**config.mk**
```make
export PLATFORM = sky130hd
export DESIGN_NAME = ilei_mul
export DESIGN_NICKNAME = d
export VERILOG_FILES = /design/src/hdl/ilei_pkg.sv /design/src/hdl/ilei_mul.sv
export SDC_FILE = /design/constraint.sdc
export NUM_CORES = 2
export LEC_CHECK = 0
export ABC_AREA = 1
export BUFFER_PORTS_ARGS = -buffer_cell sky130_fd_sc_hd__buf_2
export CORE_UTILIZATION = 72
export DETAILED_ROUTE_END_ITERATION = 7
export GPL_ROUTABILITY_DRIVEN = 0
export GPL_TIMING_DRIVEN = 0
export PLACE_DENSITY_LB_ADDON = 0.25
export SLEW_MARGIN = 10
export SYNTH_ARGS = -nofsm -noshare
export SYNTH_HDL_FRONTEND = slang
export SYNTH_SLANG_ARGS = --single-unit
```
**constraint.sdc**
```tcl
create_clock -name clk_i -period 12.8 [get_ports clk_i]
set_input_delay 2.56 -clock clk_i [delete_from_list [all_inputs] [get_ports clk_i]]
set_output_delay 2.56 -clock clk_i [all_outputs]
set_load 0.005 [all_outputs]
```
**src/hdl/ilei_pkg.sv**
```systemverilog
// shared constants, codes and state types for the iso-level edge interpolator
// no dependencies; every other file of the block but ilei_if imports this package
package ilei_pkg;

  // fixed point format and derived widths
  localparam int FRAC_BITS = 16;
  localparam int WORD_W    = 32;
  localparam int RMAG_W    = WORD_W + FRAC_BITS;
  localparam int LO_W      = RMAG_W / 2;
  localparam int HI_W      = RMAG_W - LO_W;
  localparam int DM_W      = WORD_W + 1;
  localparam int MUL_B_W   = 32;
  localparam int MUL_P_W   = DM_W + MUL_B_W;
  localparam int PROD_W    = DM_W + RMAG_W;
  localparam int DIV_CNT_W = $clog2(RMAG_W);

  // square root works on the exact sum of three squares
  localparam int SQ_W     = 64;
  localparam int SQRT_TOP = 62;

  // products above this bound saturate
  localparam int SAT_SHIFT = 62;

  // element order in the held and result arrays
  localparam int NUM_ELEM  = 10;
  localparam int ELEM_W    = 4;
  localparam int VORT_BASE = 6;
  localparam int NUM_VORT  = 3;
  localparam int SQ_CNT_W  = 3;

  typedef enum logic [1:0] {
    ST_OK     = 2'd0,
    ST_EXTRAP = 2'd1,
    ST_DEGEN  = 2'd2
  } status_e;

  typedef enum logic [2:0] {
    S_IDLE,
    S_SQR,
    S_SQRT1,
    S_SQRT2,
    S_RATIO,
    S_DIV,
    S_LERP,
    S_DONE
  } state_e;

  typedef enum logic [2:0] {
    PH_DIFF,
    PH_LO,
    PH_HI,
    PH_SUM,
    PH_OUT
  } lerp_ph_e;

endpackage

```
**src/hdl/ilei_mul.sv**
```systemverilog
// shared unsigned multiplier with registered product
// depends on ilei_pkg
module ilei_mul import ilei_pkg::*; (
  input  logic               clk_i,
  input  logic [DM_W-1:0]    a_i,
  input  logic [MUL_B_W-1:0] b_i,
  output logic [MUL_P_W-1:0] prod_o
);

  logic [MUL_P_W-1:0] prod_q;

  // one product per cycle
  always_ff @(posedge clk_i) begin
    prod_q <= MUL_P_W'(a_i) * MUL_P_W'(b_i);
  end

  assign prod_o = prod_q;

endmodule

```
# Yosys cells after proc, flatten, opt, wreduce, memory -nomap -nowiden
# Index checks and enable logic that the tools add are counted.
[classes]
mul = 1
[ops]
columns = ["operator", "count"]
rows = [
  ["$mul 33x32->65", 1],
]
[totals]
reg_bits = 65
output_inout_bits = 65

# Logic depth before layout (Yosys ltp)
[depth]
word_depth = 1
mapped_depth = 31
ltp_nobuf = 29

# Worst setup path after synthesis
# Ideal clock, no wire load.
[synth_timing]
path_type = "input -> register"
startpoint = "input port b_i[8]"
endpoint = "register prod_q[63], in the netlist prod_o[63]"
arrival_time_ns = 8.479
path_slack_ns = 4.209
stages = 27
cell_sequence = "clkbuf_1 -> clkbuf_1 -> nand2_1 -> fa_1 -> inv_1 -> fa_1 -> fa_1 -> inv_1 -> fa_1 -> inv_1 -> fa_1 -> fa_1 -> fa_1 -> inv_1 -> fa_1 -> inv_1 -> ha_1 -> nand2_1 -> inv_1 -> a21oi_1 -> nand2_1 -> nand2_1 -> nand2_1 -> a21oi_1 -> nand2_1 -> nand2_1 -> nand2_1"
[synth_via]
elab_chain_len = 1
[synth_lines]
columns = ["item", "line_no", "source"]
rows = [
  ["start: declaration", "ilei_mul.sv:6", "input logic [MUL_B_W-1:0] b_i,"],
  ["$mul 33x32->65", "ilei_mul.sv:14", "prod_q <= MUL_P_W'(a_i) * MUL_P_W'(b_i);"],
  ["end signal: assignment", "ilei_mul.sv:14", ""],
  ["end: declaration", "ilei_mul.sv:10", "logic [MUL_P_W-1:0] prod_q;"],
]
# Every way passes these cells.

# Worst setup path in the final report
[layout_timing]
startpoint = "input port b_i[10]"
endpoint = "register prod_q[58], in the netlist prod_o[58]"
# The elaborated chain is that of the path after synthesis.

==> summary.md <==
| Metric | Value |
|---|---|
| Status | finished with violations |
| Failing checks | design-rule violations |
| Most used cell, CP | fa_1 |
| Setup crit start kind | input port |
| #FFs+latches synth | 65 |
| PostCTS Resize Cnt | 0 |
| Commonest non-fill, non-tap cell in the layout | inv_1 |
| Layout Nets | 6460 |
| Vias in the first global route | 33500 |
| Final Util | 0.768 |
| Antenna Nets Post-Route | 0 |
| Worst Hold Class | in -> reg |
| Num Clock Sinks | 65 |
| Max stage delay on crit path | 0.98 ns |
| Max-cap violations | 0 |
| DR pass1 iterations | 8 |
| Ys flop type | dfxtp_1 |
| Commonest cells after routing, fill and taps aside | inv_1, nand2_1, fa_1 |
| Crit-path leading delay family | adder cells |
| Fin. Hold Viols | 0 |
| Clock slew seen by the registers of the worst setup and hold paths | 0.06 ns |
| Crit Path Max Fanout | 10 |
| # hold bufs at CTS | 0 |
| Overflow after GRT | 0 |
| DR WL/cell | 21.5 um |
| # setup viols final | 0 |
| Antenna violations before repair | 6 |
| Global-route wire length before repair | 193000 um |
| Slew Viols, Final | 0 |
| Initial core utilization | 0.736 |
| TritonCTS buffer count | 9 |
| Ratio of cells with drive above 1 in the final layout | 0.0311 |
| Fillers | 3777 |
| CTS Root Cell | clkbuf_16 |
| Input/output buffers | 98 |
| Met1 Resource Use GR | 0.586 |
| Post-Syn Instances | 5095 |
| Mean cell area of the mapped netlist | 7.48 um2 |
| Initial DRC count | 4349 |
| Clock H-tree levels | 3 |
| Post-CTS setup buffer count | 0 |
| Critical Path RT | 13.03 ns |
| Fin Setup TNS | 0 ns |
| GRT Resource Usage Total | 0.492 |
| CP Class | in -> reg |
| Number of synthesis warnings | 0 |
| RSZ-0062 raised after global routing | no |
| Syn nets | 6351 |
| FP Rows | 83 |
| Final period util | 0.822 |
| Routed vias/inst | 5.68 |
| CP Buf/Inv Count | 6 |
| Routed vias | 33500 |
| Area Overhead vs Synth | 4.40% |
| GRT Max-Usage Layer | met2 |
| Met3 Use GR | 0.225 |
| Crit path capture type | flop |
| Post-synth EDFFs | 0 |
| Post-synthesis cell type count | 27 |
| Dpl hpwl | 108000 um |
| FMAX | 0.0951 GHz |
| Worst-Margin Slew | 1.30 ns |
| Slew margin rel. | 0.133 |
| Crit-path slowest cell | clkbuf_1 |
| Drt total wl | 127000 um |
| CP arrival | 10.74 ns |
| Tmin final | 10.52 ns |
| Clock Path Buffers | 2 |
| CTS tree | done |
| Die H | 232 um |
| Die ar. | 53900 um2 |
| DIE WIDTH | 232 um |
| Pin count of the biggest net entering global routing | 12 |
| DRC viols | 1 |
| Async SR Flop Fraction | 0 |
| # IOs | 131 |
| Met2 Usage GRT | 0.699 |
| Sequential share of the synthesized area | 0.0341 |
| Synthesized area | 38100 um2 |
| Largest register FFs | 65 |
| Core Area | 51800 um2 |
==> area by class of cell <==
| cell class | count | area (um2) | area share |
|---|---|---|---|
| Multi-Input combinational cell | 3111 | 29600 | 0.744 |
| Inverter | 1692 | 6350 | 0.160 |
| Sequential cell | 65 | 1300 | 0.0327 |
| Buffer | 227 | 852 | 0.0214 |
| Tap cell | 680 | 851 | 0.0214 |
| Timing Repair Buffer | 98 | 490 | 0.0123 |
| Clock buffer | 11 | 243 | 0.00610 |
| Clock inverter | 5 | 78.8 | 0.00198 |
| Antenna cell | 6 | 15.0 | 0.000377 |
==> path summary, 6_finish.rpt <==
path | start | to | slack, ns | cells after the start
worst max-delay path | b_i[10] | prod_o[58] | 2.28 | 25
worst min-delay path | b_i[0] | prod_o[0] | 2.64 | 3
==> worst min-delay path: stages <==
cell      delay (ns)
clkbuf_1        0.20
nand2_1         0.12
inv_1           0.04
==> cell usage after synthesis, drive strengths merged, types with 3 or more instances <==
cell | instances | area [um2]
inv | 1691 | 6350
o21ai | 3 | 15.0
nor2 | 116 | 483
fa | 926 | 18500
nand3 | 61 | 330
o21bai | 8 | 63.8
xnor2 | 4 | 35.0
nand2 | 1626 | 6150
ha | 264 | 3300
nor3 | 15 | 116
a21oi | 41 | 205
clkbuf | 226 | 848
nand4 | 13 | 81.3
xor2 | 32 | 280
dfxtp | 65 | 1300
==> layer usage <==
layer	vias to the layer above	wire [um]
li1	14100	-
met1	15700	39300
met2	2893	51900
met3	820	22700
met4	4	12600
met5	-	26
==> stage by stage <==
| step | instances | setup slack [ns] | hold WS, ns | instance area (um2) |
|---|---|---|---|---|
| final | 5895 | 2.28 | 2.64 | 39800 |
| after global placement | 5873 | 2.58 | 2.94 | 39500 |
| after global routing | 5890 | 2.31 | 2.67 | 39800 |
| after CTS | 5889 | 2.83 | 2.65 | 39800 |
| after detailed placement | 5873 | 2.52 | 2.94 | 39500 |
| after floorplan | 5095 | 4.21 | 2.83 | 38100 |
==> logic make-up after synthesis <==
logic type	share of synthesized area
and+or+nand+nor	0.188
AOI/OAI and AO/OA	0.00745
DFF	0.0341
adders and majority gates	0.573
xor gates and xnor gates	0.00827
buffers and inverters	0.189
Power is not shown: default switching activity piles up to over one toggle a cycle in this logic, so the estimate is an artifact.
