[src/hdl/ilei_pkg.sv]
// shared constants, codes and state types for the iso-level edge interpolator
// no dependencies; every other file of the block but ilei_if imports this package
package ilei_pkg;

  // fixed point format and derived widths
  localparam int FRAC_BITS = 16;
  localparam int WORD_W    = 32;
  localparam int RMAG_W    = WORD_W + FRAC_BITS;
  localparam int LO_W      = RMAG_W / 2;
  localparam int HI_W      = RMAG_W - LO_W;
  localparam int DM_W      = WORD_W + 1;
  localparam int MUL_B_W   = 32;
  localparam int MUL_P_W   = DM_W + MUL_B_W;
  localparam int PROD_W    = DM_W + RMAG_W;
  localparam int DIV_CNT_W = $clog2(RMAG_W);

  // square root works on the exact sum of three squares
  localparam int SQ_W     = 64;
  localparam int SQRT_TOP = 62;

  // products above this bound saturate
  localparam int SAT_SHIFT = 62;

  // element order in the held and result arrays
  localparam int NUM_ELEM  = 10;
  localparam int ELEM_W    = 4;
  localparam int VORT_BASE = 6;
  localparam int NUM_VORT  = 3;
  localparam int SQ_CNT_W  = 3;

  typedef enum logic [1:0] {
    ST_OK     = 2'd0,
    ST_EXTRAP = 2'd1,
    ST_DEGEN  = 2'd2
  } status_e;

  typedef enum logic [2:0] {
    S_IDLE,
    S_SQR,
    S_SQRT1,
    S_SQRT2,
    S_RATIO,
    S_DIV,
    S_LERP,
    S_DONE
  } state_e;

  typedef enum logic [2:0] {
    PH_DIFF,
    PH_LO,
    PH_HI,
    PH_SUM,
    PH_OUT
  } lerp_ph_e;

endpackage

[src/hdl/ilei_div.sv]
// restoring divider for the crossing ratio, one quotient bit per cycle
// depends on ilei_pkg
module ilei_div import ilei_pkg::*; (
  input  logic              clk_i,
  input  logic              rst_ni,
  input  logic              start_i,
  input  logic [RMAG_W-1:0] num_i,
  input  logic [WORD_W-1:0] den_i,
  output logic              done_o,
  output logic [RMAG_W-1:0] quo_o
);

  logic [WORD_W-1:0]    rem_q, den_q;
  logic [RMAG_W-1:0]    quo_q;
  logic [DIV_CNT_W-1:0] cnt_q;
  logic                 busy_q, done_q, ge;
  logic [WORD_W:0]      part, diff;

  assign part = {rem_q, quo_q[RMAG_W-1]};
  assign diff = part - {1'b0, den_q};
  assign ge   = part >= {1'b0, den_q};

  // control
  always_ff @(posedge clk_i or negedge rst_ni) begin
    if (!rst_ni) begin
      busy_q <= 1'b0;
      done_q <= 1'b0;
      cnt_q  <= '0;
    end else begin
      done_q <= busy_q && (cnt_q == '0);
      if (start_i) begin
        busy_q <= 1'b1;
        cnt_q  <= DIV_CNT_W'(RMAG_W - 1);
      end else if (busy_q) begin
        cnt_q <= cnt_q - 1'b1;
        if (cnt_q == '0) begin
          busy_q <= 1'b0;
        end
      end
    end
  end

  // shift in dividend bits, subtract when the divisor fits
  always_ff @(posedge clk_i) begin
    if (start_i) begin
      rem_q <= '0;
      quo_q <= num_i;
      den_q <= den_i;
    end else if (busy_q) begin
      rem_q <= ge ? diff[WORD_W-1:0] : part[WORD_W-1:0];
      quo_q <= {quo_q[RMAG_W-2:0], ge};
    end
  end

  assign done_o = done_q;
  assign quo_o  = quo_q;

endmodule

[config.mk]
export PLATFORM = sky130hd
export DESIGN_NAME = ilei_div
export DESIGN_NICKNAME = d
export VERILOG_FILES = /design/src/hdl/ilei_pkg.sv /design/src/hdl/ilei_div.sv
export SDC_FILE = /design/constraint.sdc
export NUM_CORES = 1
export LEC_CHECK = 0
export ABC_AREA = 1
export ABC_CLOCK_PERIOD_IN_PS = 3150
export BUFFER_PORTS_ARGS = -buffer_cell sky130_fd_sc_hd__buf_2
export CAP_MARGIN = 20
export CORE_ASPECT_RATIO = 1.4
export CORE_UTILIZATION = 57
export CTS_CLUSTER_DIAMETER = 100
export CTS_CLUSTER_SIZE = 20
export DETAILED_ROUTE_END_ITERATION = 7
export PLACE_DENSITY = 0.8
export SETUP_SLACK_MARGIN = 0.3
export SLEW_MARGIN = 0
export SYNTH_ARGS = -nofsm -noshare
export SYNTH_HDL_FRONTEND = slang
export SYNTH_SLANG_ARGS = --single-unit
export TNS_END_PERCENT = 50
[constraint.sdc]
create_clock -name clk_i -period 3.15 [get_ports clk_i]
set_clock_uncertainty 0.05 [all_clocks]
set_input_delay 0.63 -clock clk_i [delete_from_list [all_inputs] [get_ports clk_i]]
set_output_delay 0.63 -clock clk_i [all_outputs]
set_load 0.02 [all_outputs]
After elaboration in Yosys (flattened, before gate mapping) --
Index checks and enable logic that the tools add are counted.
Operators by class: add/subtract/negate cells 2, order comparisons 1, mux-type cells 8, reduce and logical (&&, ||, !) cells 3
Operator list (count):
- $mux 48 | 2
- $ge 33x32->1 | 1
- $mux 32 | 1
- $sub 32x32->32 | 1
- $mux 6 | 2
- $logic_not 6->1 | 1
- $sub 6x1->6 const B | 1
- $mux 1 | 3
- $reduce_bool 2->1 | 1
- $logic_and 1x1->1 | 1
Word-level totals: register bits 120, output and inout port bits 49, logic and storage cells 20

Longest topological paths before layout --
word-level depth 4, depth in mapped cells 17, gate-level depth less buffers 16

Worst setup path after synthesis --
No wires, ideal clock.
path kind input to register, from in start_i, to reg quo_q[0], in the netlist quo_o[0], enable pin, setup time 0.432 ns, arrival 2.572 ns, data required time 2.668 ns, path slack 0.096 ns, stages 4, buffers on the path 2, cells stage by stage clkbuf_1 -> nor2_1 -> inv_1 -> clkbuf_1
Between the ends: longest elaborated chain between the ends 1
RTL lines:
- start: declaration | RTL line ilei_div.sv:6 | input logic start_i,
- $reduce_bool 2->1 (no source line)
- end signal: assignment | RTL line ilei_div.sv:47 | quo_q <= num_i;
- end signal: assignment | RTL line ilei_div.sv:51 | quo_q <= {quo_q[RMAG_W-2:0], ge};
- end: declaration | RTL line ilei_div.sv:14 | logic [RMAG_W-1:0] quo_q;
Every way passes these cells. A chain may end at the register's enable or synchronous reset.

Final worst setup path --
from reg den_q[5], to reg rem_q[1]
Between the ends: longest elaborated chain between the ends 2
RTL lines:
- start: declaration | RTL line ilei_div.sv:13 | logic [WORD_W-1:0] rem_q, den_q;
- start signal: assignment | RTL line ilei_div.sv:48 | den_q <= den_i;
- $ge 33x32->1 | RTL line ilei_div.sv:21 | assign ge = part >= {1'b0, den_q};
- $mux 32 | RTL line ilei_div.sv:50 | rem_q <= ge ? diff[WORD_W-1:0] : part[WORD_W-1:0];
- end signal: assignment | RTL line ilei_div.sv:50
- end: declaration | RTL line ilei_div.sv:13
Every way passes these cells.

==> reports/metrics.cfg <==
[placed_design]
dp_hpwl_um=14900
dpl.cell_count=1355
io_buffer_count=131
place_area_um2=8420
routabilityCongestion=0.986

[hold_path]
hp-class=input port to flop

[worst_setup_path]
cp_slowest_stage_delay_ns=0.44
cp-start-kind=flop
worstPathMaxFanout=32
critPathRequiredTime_ns=3.39
cp_cell_sequence=inv_1 > ha_1 > nand2_1 > nor2_2 > nand3_1 > nand3_2 > nand2_2 > nand2_2 > nand2_2 > nand2_4 > nand2_1 > nand3_1 > o21ai_0
crit_arrival_ns=2.83
cpMostUsedCell=nand2_2
endpoint_kind=flop
critPathKind=flop to flop
slowest_stage=nand2_4

[detailed_routing]
via_per_inst=5.09
wl_per_cell_um=14.7
drt_iter0_drc=377
finalWirelength_um=20400
drc=0
first_pass_iters=5
vias=7070
antenna_left=0

[synth]
ys.flop_type=edfxtp_1
syn_nets=1181
synth_top_family_by_area=simple AND/OR/NAND/NOR gates
synth_fa_ha_area_share_pct=5.86
ys_types=37
yosys.area.top_type=edfxtp_1
ys_ff_latch=120
synth_edf_count=80
syn_area_um2=7600
synth_xor_area_share_pct=1.61
synthSimpleGateAreaFrac_pct=35.3
synthCells=1063
synth_compound_area_share_pct=3.42
synth_top_area_share_pct=31.6
yosysWarningCount=0
syn-mean-instance-area_um2=7.15
yosysSeqAreaShare_pct=42.7
synthMuxAreaShare_pct=0
synth_area_leaders=edfxtp_1, nand2_1, inv_1, dfxtp_1, ha_1
postSynth.asyncResetShare_pct=6.67

[cts]
cts_tree=done
clock_latency_ns=0.42
clkTransAtPathRegs_ns=0.06
cts_buffers=17
htreeDepth=4
clkSinkCount=120
clockBufferDepth=2
cts_setup_buffers=0
cts_root_buf=clkbuf_16

[floorplan]
io_pins=132
fp.dieH_um=139
rows=49
dieArea_um2=13800
start_util_pct=58.7
core_area_um2=12900
die_x_um=99.6

[status]
status=complete, no violations

[timing]
fmax_mhz=386
rsz0062_at_grt=no
maxSlewViolCount=0
tightest_slew_ns=0.564
setup_violations=0
final.setup.tns_ns=0
relSlewSlack_pct=62.3
finalCriticalPeriod_ns=2.59
final_hold_viol_count=0
period_share_pct=82.2

[final_layout]
fin_cells=1388
most-common-layout-cells=nand2_1, inv_1, buf_2
diodes=0
post-route-util_pct=69.7
finish.instance_area_um2=9020
nets=1315
drive_above_1_share_pct=16.6
layout_commonest_cell=nand2_1
area_growth_pct=18.7

[power_and_ir_drop]
finalPower_uw=6830
p_leak_uw=0.00491
power_per_cell_area_nw_per_um2=758
vdd_ir_drop_max_mv=0.466

[global_route]
grt_overflow_total=0
track_usage_pct=31.1
grt_max_degree=55
antenna_found_initial=0
grt_pass1_wl_um=33300
grt_pass1_vias=7101

[job]
drv_cap=0

==> registers in the layout (all words and copies together) (netlist names) <==
| name | cells |
|---|---|
| quo_o | 48 |
| rem_q | 32 |
| busy_q | 1 |
| done_o | 1 |
| cnt_q | 6 |
| den_q | 32 |
==> where the power goes <==
| part | internal, µW | switching (µW) |
|---|---|---|
| Clock | 1180 | 788 |
| Combinational | 973 | 1790 |
| Sequential | 1940 | 156 |
| Total | 4090 | 2740 |
==> path summary, 6_finish.rpt <==
| kind | start | endpoint | slack (ns) | depth (start not counted) |
|---|---|---|---|---|
| setup / recovery | den_q[5] | rem_q[1] | 0.56 | 13 |
| hold / removal | den_i[30] | den_q[30] | 0.33 | 1 |
| setup reg to reg | den_q[5] | rem_q[1] | 0.56 | 13 |
| hold reg to reg | rem_q[29] | rem_q[29] | 0.42 | 2 |
| max in group asynchronous | rst_ni | cnt_q[1] | 2.33 | 2 |
| min in group asynchronous | rst_ni | cnt_q[2] | 0.54 | 2 |
==> cells in the mapped netlist, types with 4 or more instances <==
cell / count
buf_2: 5
nand3_1: 77
nand3_2: 8
nand2_2: 8
nand2_1: 453
nor2_1: 44
nor3_1: 7
clkbuf_1: 16
o21ai_0: 8
a21oi_1: 22
edfxtp_1: 80
nand4_1: 8
dfrtp_1: 8
nand3b_1: 15
ha_1: 34
inv_1: 182
xnor2_1: 13
dfxtp_1: 32
o21ai_1: 10
nor2_2: 4
==> kinds of logic (layout without fill, tap and decap cells) <==
group | Yosys count | count (layout)
buffers and inverters | 213 | 360
DFF | 120 | 120
xor gates and xnor gates | 14 | 14
AOI/OAI and AO/OA | 48 | 48
and+or+nand+nor | 633 | 633
adders and majority gates | 35 | 35
==> per-layer routing <==
layer | global-route usage (%) | up-vias | share of wire, %
met3 | 6.40 | 62 | 5.7
met4 | 14.8 | 0 | 4.3
met5 | 0 | - | 0
met2 | 57.7 | 256 | 53
met1 | 33.0 | 3188 | 37
li1 | - | 3564 | -
==> worst max-delay path, delay by kind of cell, from the launching register on <==
family / cells / cell delay, ns
buffers and inverters: 1 / 0.06
adder cells (fa/ha/maj): 1 / 0.34
flip-flops: 1 / 0.33
AO/OA/AOI/OAI: 1 / 0.09
AND/OR/NAND/NOR: 10 / 1.56
==> repair_timing <==
item                      in CTS  in global routing
hold endpoints to repair       5                  0
gates resized for setup        0                  0
hold buffers                   1                  0
==> metrics by stage <==
stage	hold slack, ns	setup slack, ns
floorplan	0.284	0.911
global placement	0.406	0.661
detailed placement	0.416	0.599
CTS	0.328	0.548
global route	0.324	0.343
finish	0.332	0.562
==> final cells by class <==
type                       instances  area [µm²]
clock buffer                      18         429
clock inverter                    14         159
fill                            1091        3920
inverter                         187         702
multi-input combinational        730        3510
sequential                       120        3240
tap                              178         223
timing repair buffer             141         746
Note: power is estimated with default switching activity, not from simulation.
