--- config.mk ---
export PLATFORM = sky130hd
export DESIGN_NAME = ilei_sqrt
export DESIGN_NICKNAME = d
export VERILOG_FILES = /design/src/hdl/ilei_pkg.sv /design/src/hdl/ilei_sqrt.sv
export SDC_FILE = /design/constraint.sdc
export NUM_CORES = 1
export LEC_CHECK = 0
export BUFFER_PORTS_ARGS = -buffer_cell sky130_fd_sc_hd__buf_4
export CELL_PAD_IN_SITES_DETAIL_PLACEMENT = 1
export CELL_PAD_IN_SITES_GLOBAL_PLACEMENT = 1
export CORE_ASPECT_RATIO = 0.9
export CORE_UTILIZATION = 34
export DETAILED_ROUTE_END_ITERATION = 8
export PLACE_DENSITY = 0.67
export SLEW_MARGIN = 20
export SYNTH_ARGS = -nofsm -noshare
export SYNTH_HDL_FRONTEND = slang
export SYNTH_SLANG_ARGS = --single-unit
--- constraint.sdc ---
create_clock -name clk_i -period 9.04 [get_ports clk_i]
set_clock_uncertainty 0.2 [all_clocks]
set_input_delay 0.904 -clock clk_i [delete_from_list [all_inputs] [get_ports clk_i]]
set_output_delay 0.904 -clock clk_i [all_outputs]
set_load 0.1 [all_outputs]
--- src/hdl/ilei_pkg.sv ---
// shared constants, codes and state types for the iso-level edge interpolator
// no dependencies; every other file of the block but ilei_if imports this package
package ilei_pkg;

  // fixed point format and derived widths
  localparam int FRAC_BITS = 16;
  localparam int WORD_W    = 32;
  localparam int RMAG_W    = WORD_W + FRAC_BITS;
  localparam int LO_W      = RMAG_W / 2;
  localparam int HI_W      = RMAG_W - LO_W;
  localparam int DM_W      = WORD_W + 1;
  localparam int MUL_B_W   = 32;
  localparam int MUL_P_W   = DM_W + MUL_B_W;
  localparam int PROD_W    = DM_W + RMAG_W;
  localparam int DIV_CNT_W = $clog2(RMAG_W);

  // square root works on the exact sum of three squares
  localparam int SQ_W     = 64;
  localparam int SQRT_TOP = 62;

  // products above this bound saturate
  localparam int SAT_SHIFT = 62;

  // element order in the held and result arrays
  localparam int NUM_ELEM  = 10;
  localparam int ELEM_W    = 4;
  localparam int VORT_BASE = 6;
  localparam int NUM_VORT  = 3;
  localparam int SQ_CNT_W  = 3;

  typedef enum logic [1:0] {
    ST_OK     = 2'd0,
    ST_EXTRAP = 2'd1,
    ST_DEGEN  = 2'd2
  } status_e;

  typedef enum logic [2:0] {
    S_IDLE,
    S_SQR,
    S_SQRT1,
    S_SQRT2,
    S_RATIO,
    S_DIV,
    S_LERP,
    S_DONE
  } state_e;

  typedef enum logic [2:0] {
    PH_DIFF,
    PH_LO,
    PH_HI,
    PH_SUM,
    PH_OUT
  } lerp_ph_e;

endpackage

--- src/hdl/ilei_sqrt.sv ---
// iterative integer square root, one result bit per cycle
// depends on ilei_pkg
module ilei_sqrt import ilei_pkg::*; (
  input  logic              clk_i,
  input  logic              rst_ni,
  input  logic              start_i,
  input  logic [SQ_W-1:0]   rad_i,
  output logic              done_o,
  output logic [WORD_W-1:0] root_o
);

  logic [SQ_W-1:0] rem_q, res_q, bit_q, trial;
  logic            busy_q, done_q, ge;

  assign trial = res_q + bit_q;
  assign ge    = rem_q >= trial;

  // control
  always_ff @(posedge clk_i or negedge rst_ni) begin
    if (!rst_ni) begin
      busy_q <= 1'b0;
      done_q <= 1'b0;
    end else begin
      done_q <= busy_q && bit_q[0];
      if (start_i) begin
        busy_q <= 1'b1;
      end else if (busy_q && bit_q[0]) begin
        busy_q <= 1'b0;
      end
    end
  end

  // remainder, partial root and test bit
  always_ff @(posedge clk_i) begin
    if (start_i) begin
      rem_q <= rad_i;
      res_q <= '0;
      bit_q <= SQ_W'(1) << SQRT_TOP;
    end else if (busy_q) begin
      if (ge) begin
        rem_q <= rem_q - trial;
        res_q <= (res_q >> 1) + bit_q;
      end else begin
        res_q <= res_q >> 1;
      end
      bit_q <= bit_q >> 2;
    end
  end

  assign done_o = done_q;
  assign root_o = res_q[WORD_W-1:0];

endmodule

# Yosys cells after proc, flatten, opt, wreduce, memory -nomap -nowiden
# Index checks and enable logic that the tools add are counted.
# op_classes
mux	6
n_shift	0
n_eq_ne	0
reduce_logical	5
n_lt_le_gt_ge	1
n_div	0
mul	0
addsub	3
bitwise_logic	0
# ops
operator	count
$mux W64	4
$add A63 B63 Y64	1
$add A64 B63 Y64	1
$ge A64 B64 Y1	1
$sub A64 B64 Y64	1
$reduce_bool A2 Y1	3
$mux W1	2
$reduce_and A2 Y1	1
$logic_and A1 B1 Y1	1
# word_totals
latchBits	0
in_bits	67
wordCells	20
ram_bits	0
output_inout_bits	33
rom_bits	0
mem_count	0
ff_bits	162

# Depth between registers and ports, before layout
# logic_depth
depth_word	5
ltp_mapped	25
depth_no_buf	23

# Least setup slack after synthesis
# No wires, ideal clock.
# synth_timing
kind	register to register
from	register res_q[2]
to	register rem_q[0] (enable)
setup_ps	574
slack_ps	-698
synth_period_minus_slack_ps	9738
arrival_time_ps	8963
stages_incl_launch_ff	22
cell_sequence	dfxtp_1 > ha_1 > a31oi_1 > a211oi_1 > a221o_1 > a41o_1 > a21oi_2 > o21ai_1 > a311oi_2 > o21bai_1 > a31oi_1 > xor2_1 > ha_1 > clkbuf_1 > nand4_1 > a211oi_1 > nand3_1 > a21oi_1 > nor2_2 > buf_2 > buf_4 > o21ai_0
# synth_between
elab_chain_len	4
# synth_lines
element	line_no	source
from (decl)	ilei_sqrt.sv:12	logic [SQ_W-1:0] rem_q, res_q, bit_q, trial;
from (signal assigned)	ilei_sqrt.sv:42	res_q <= (res_q >> 1) + bit_q;
from (signal assigned)	ilei_sqrt.sv:44	res_q <= res_q >> 1;
$add A64 B63 Y64	ilei_sqrt.sv:15	assign trial = res_q + bit_q;
$ge A64 B64 Y1	ilei_sqrt.sv:16	assign ge = rem_q >= trial;
$reduce_bool A2 Y1 (no line)	n/a	
$reduce_and A2 Y1 (no line)	n/a	
to (signal assigned)	ilei_sqrt.sv:36	rem_q <= rad_i;
to (signal assigned)	ilei_sqrt.sv:41	rem_q <= rem_q - trial;
to (decl)	ilei_sqrt.sv:12	
# Every way passes these cells.
# A chain may end at the register's enable or synchronous reset.

# Final worst setup path
# layout_timing
from	register bit_q[0]
to	register res_q[15]
# layout_between
elab_chain_len	3
elab_cells_between_ends	4
# layout_lines
element	line_no	source
from (decl)	ilei_sqrt.sv:12	
from (signal assigned)	ilei_sqrt.sv:38	bit_q <= SQ_W'(1) << SQRT_TOP;
from (signal assigned)	ilei_sqrt.sv:46	bit_q <= bit_q >> 2;
$add A64 B63 Y64	ilei_sqrt.sv:15	
$ge A64 B64 Y1	ilei_sqrt.sv:16	
$mux W64 *	ilei_sqrt.sv:40	if (ge) begin
# Mark *: on every way between the ends. The rest lies on a longest branch, timed or not.

==> flow_summary.json <==
{
  "fin_tns_setup_ns": 0,
  "arrival_ns": 7.64,
  "hold_path.class": "flop to flop",
  "rsz0062_at_grt": "false",
  "routed_via_density": 5.724,
  "required_ns": 9.26,
  "postCtsResizedCells": 0,
  "syn2layout_area_growth_pct": 9.937,
  "drc": 0,
  "pwr-share-clk_pct": 13.5,
  "crit_type": "flop to flop",
  "grt_pass1_wl_mm": 81.99,
  "cts_root_buf": "clkbuf_16",
  "diodes": 0,
  "dpl.cell_count": 2482,
  "p_sw_share_pct": 51.10,
  "cts_buffers": 17,
  "totalWireLength_mm": 51.20,
  "vias": 14400,
  "relSlewSlack_pct": 38.33,
  "netlist_area_sq_um": 15100,
  "maxCapViolCount": 0,
  "cts.sinks": 162,
  "syn_inst": 1916,
  "dr.first_iter.drc_count": 809,
  "clk_pin_slew_ns": 0.07,
  "syn_nets": 2114,
  "fin_cells": 2515,
  "power_density_nw_per_um2": 334.4,
  "cts_max_level": 4,
  "maxSlewViolCount": 0,
  "initial_utilization_pct": 34.77,
  "ys_seq_area_share_pct": 25.79,
  "place_area_sq_um": 16010,
  "syn_avg_cell_area_sq_um": 7.879,
  "dp_hpwl_mm": 39.59,
  "gp_congestion": 0.9417,
  "period_needed_ns": 7.420,
  "fin_nets": 2108,
  "worst_slew_pin_slew_ns": 0.9251,
  "holdWs_ns": 0.3216,
  "hold_violations": 0,
  "total_power_mw": 5.550,
  "seqPwrFrac_pct": 22.4,
  "crit_path_start_kind": "flop",
  "portBuffers": 99,
  "layout-drive-gt1-share_pct": 9.672,
  "run_status": "completed",
  "fmaxAchievable_mhz": 134.8,
  "clock_latency_ns": 0.51,
  "fin_area_sq_um": 16600,
  "antenna_found_initial": 0,
  "die_w_microns": 224.1,
  "worst_slack_ns": 1.620,
  "synth-seq-cells": 162,
  "async_reset_ff_share_pct": 1.235,
  "grt_pass1_vias": 14820,
  "post-route-util_pct": 38.22,
  "grt_max_degree": 80,
  "grt.total_usage_pct": 23.07,
  "p_leak_nw": 6.568,
  "synth_ff_type": "dfxtp_1",
  "path_max_fanout": 42,
  "p_sw_mw": 2.836,
  "firstDrtPassIters": 5,
  "dpl_worst_slack_ns": 1.717,
  "layout.area.seq_sq_um": 3897,
  "fin_crit_sh_pct": 82.08,
  "ant_nets": 0,
  "setup_viol": 0,
  "cp-end-kind": "flop",
  "combPwrFrac_pct": 64.0,
  "yosysWarningCount": 0,
  "fillCellCount": 5382,
  "internal_power_mw": 2.714,
  "clock_path_buffers": 2,
  "cts_tree": "done",
  "wl_per_cell_microns": 20.36,
  "placementRows": 72,
  "synth_edf_count": 64,
  "die-height_microns": 201.9,
  "ir_drop_mv": 0.1375,
  "synth_cell_type_count": 88,
  "io_pins": 100,
  "multi_input_area_sq_um": 10410,
  "core_area_sq_um": 43420,
  "die_area_sq_um": 45250,
  "overflow": 0
}
[cell usage in the layout (no fill, tap or decap), types with 33 or more instances in the layout]
master / netlist / routed
edfxtp_1: 64 / 64
inv_1: 37 / 37
nor2_1: 186 / 186
a31oi_1: 59 / 59
nand4_1: 33 / 33
mux2i_1: 42 / 42
dfxtp_1: 96 / 96
o21ai_1: 34 / 34
buf_4: 37 / 108
a21oi_1: 120 / 120
a211oi_1: 37 / 37
a21o_1: 54 / 54
nand3_1: 36 / 36
xnor2_1: 86 / 86
nand2_1: 241 / 241
xor2_1: 72 / 72
o21ai_0: 132 / 131
ha_1: 130 / 130
[synthesized netlist by cell type (5+ instances only)]
master / number / area [sq um]
mux2i_1: 42 / 420.4
o21ai_1: 34 / 170.2
nor2_1: 186 / 698.2
nand3_1: 36 / 180.2
or3_1: 17 / 106.4
o21a_1: 10 / 75.07
o21ai_0: 132 / 660.6
a311oi_1: 14 / 122.6
a221oi_1: 15 / 131.4
and2_1: 17 / 106.4
and4_1: 9 / 78.83
clkbuf_1: 80 / 300.3
and3_1: 12 / 75.07
a211oi_1: 37 / 277.8
nand4_1: 33 / 206.5
nor3_1: 28 / 140.1
o21bai_1: 23 / 172.7
a21oi_1: 120 / 600.6
a22oi_1: 7 / 52.55
edfxtp_1: 64 / 1922
buf_2: 13 / 65.06
a31oi_1: 59 / 369.1
nor4_1: 6 / 37.54
a21o_1: 54 / 405.4
a31o_2: 13 / 113.9
xnor2_1: 86 / 753.2
nand2b_1: 13 / 81.33
o211ai_1: 9 / 67.56
inv_1: 37 / 138.9
ha_1: 130 / 1627
dfxtp_1: 96 / 1922
o22ai_1: 5 / 31.28
xor2_1: 72 / 630.6
nor2b_1: 18 / 112.6
a211o_1: 6 / 52.55
o31a_1: 6 / 52.55
o31ai_1: 9 / 67.56
buf_4: 37 / 277.8
nand2_1: 241 / 904.6
mux2_2: 5 / 56.30
[power groups by stage]
stage / Clock, mW / Combinational (mW) / Sequential [mW]
final: 0.751 / 3.55 / 1.25
after global placement: 0 / 3.44 / 1.26
after CTS: 0.776 / 3.54 / 1.25
after detailed placement: 0 / 3.50 / 1.26
after floorplan: 0 / 2.69 / 1.18
after global routing: 0.795 / 3.89 / 1.27
[path summary, 6_finish.rpt]
path | startpoint | to | slack [ns] | cells past startpoint
min in group asynchronous | rst_ni | done_o | 0.52 | 2
setup / recovery | bit_q[0] | res_q[15] | 1.62 | 24
hold reg to reg | res_q[0] | res_q[0] | 0.32 | 2
max in group asynchronous | rst_ni | busy_q | 8.02 | 2
hold / removal | res_q[0] | res_q[0] | 0.32 | 2
setup reg to reg | bit_q[0] | res_q[15] | 1.62 | 24
[metal layers]
metal | up-vias | wire (microns) | GRT usage (%)
met3 | 46 | 1935 | 3.707
met1 | 7122 | 25850 | 32.78
met2 | 229 | 22510 | 35.31
met4 | 0 | 901 | 7.559
met5 | - | 0 | 0
li1 | 6999 | - | -
[state kept, by name, indices dropped and copies added, names as in the netlist]
signal and cells:
rem_q 64, res_q 64, busy_q 1, done_o 1, bit_q 32
[repair_timing]
action	in CTS	in global routing
setup buffers	0	0
hold buffers	1	0
hold endpoints to repair	2	0
[final cells by class]
type | instances | share of cell area [%]
Sequential cell | 162 | 23.48
Timing Repair Buffer | 110 | 5.013
Inverter | 37 | 0.8368
Clock inverter | 10 | 0.4222
Clock buffer | 22 | 3.053
Multi-Input combinational cell | 1582 | 62.73
Tap cell | 592 | 4.463
[cell families (layout without fill, tap and decap cells)]
| logic type | after synthesis | in the layout | share of synthesized area (%) |
|---|---|---|---|
| AO/OA/AOI/OAI | 612 | 612 | 26.53 |
| flip-flops | 162 | 162 | 25.79 |
| buffers and inverters | 172 | 179 | 5.354 |
| AND/OR/NAND/NOR | 632 | 632 | 18.95 |
| adder cells (fa/ha/maj) | 131 | 131 | 10.91 |
| multiplexers | 49 | 49 | 3.307 |
| XOR/XNOR | 158 | 158 | 9.166 |
[worst max-delay path, stage by stage (launching register included)]
cell,delay (ns)
dfxtp_1,0.35
ha_1,0.22
ha_1,0.22
a21oi_1,0.28
o21ai_0,0.28
a32oi_1,0.45
o22ai_1,0.29
a21oi_1,0.46
o21ai_1,0.29
a21oi_1,0.28
nor2_1,0.06
o21ai_0,0.20
xor2_1,0.33
ha_1,0.27
nand2_1,0.10
o21bai_1,0.29
a221oi_2,0.12
a211oi_1,0.39
nand3_1,0.23
a21oi_1,0.41
or2_2,0.79
buf_4,0.34
nand2_1,0.08
xor2_1,0.15
a211oi_1,0.23
(Power assumes the default switching activity.)
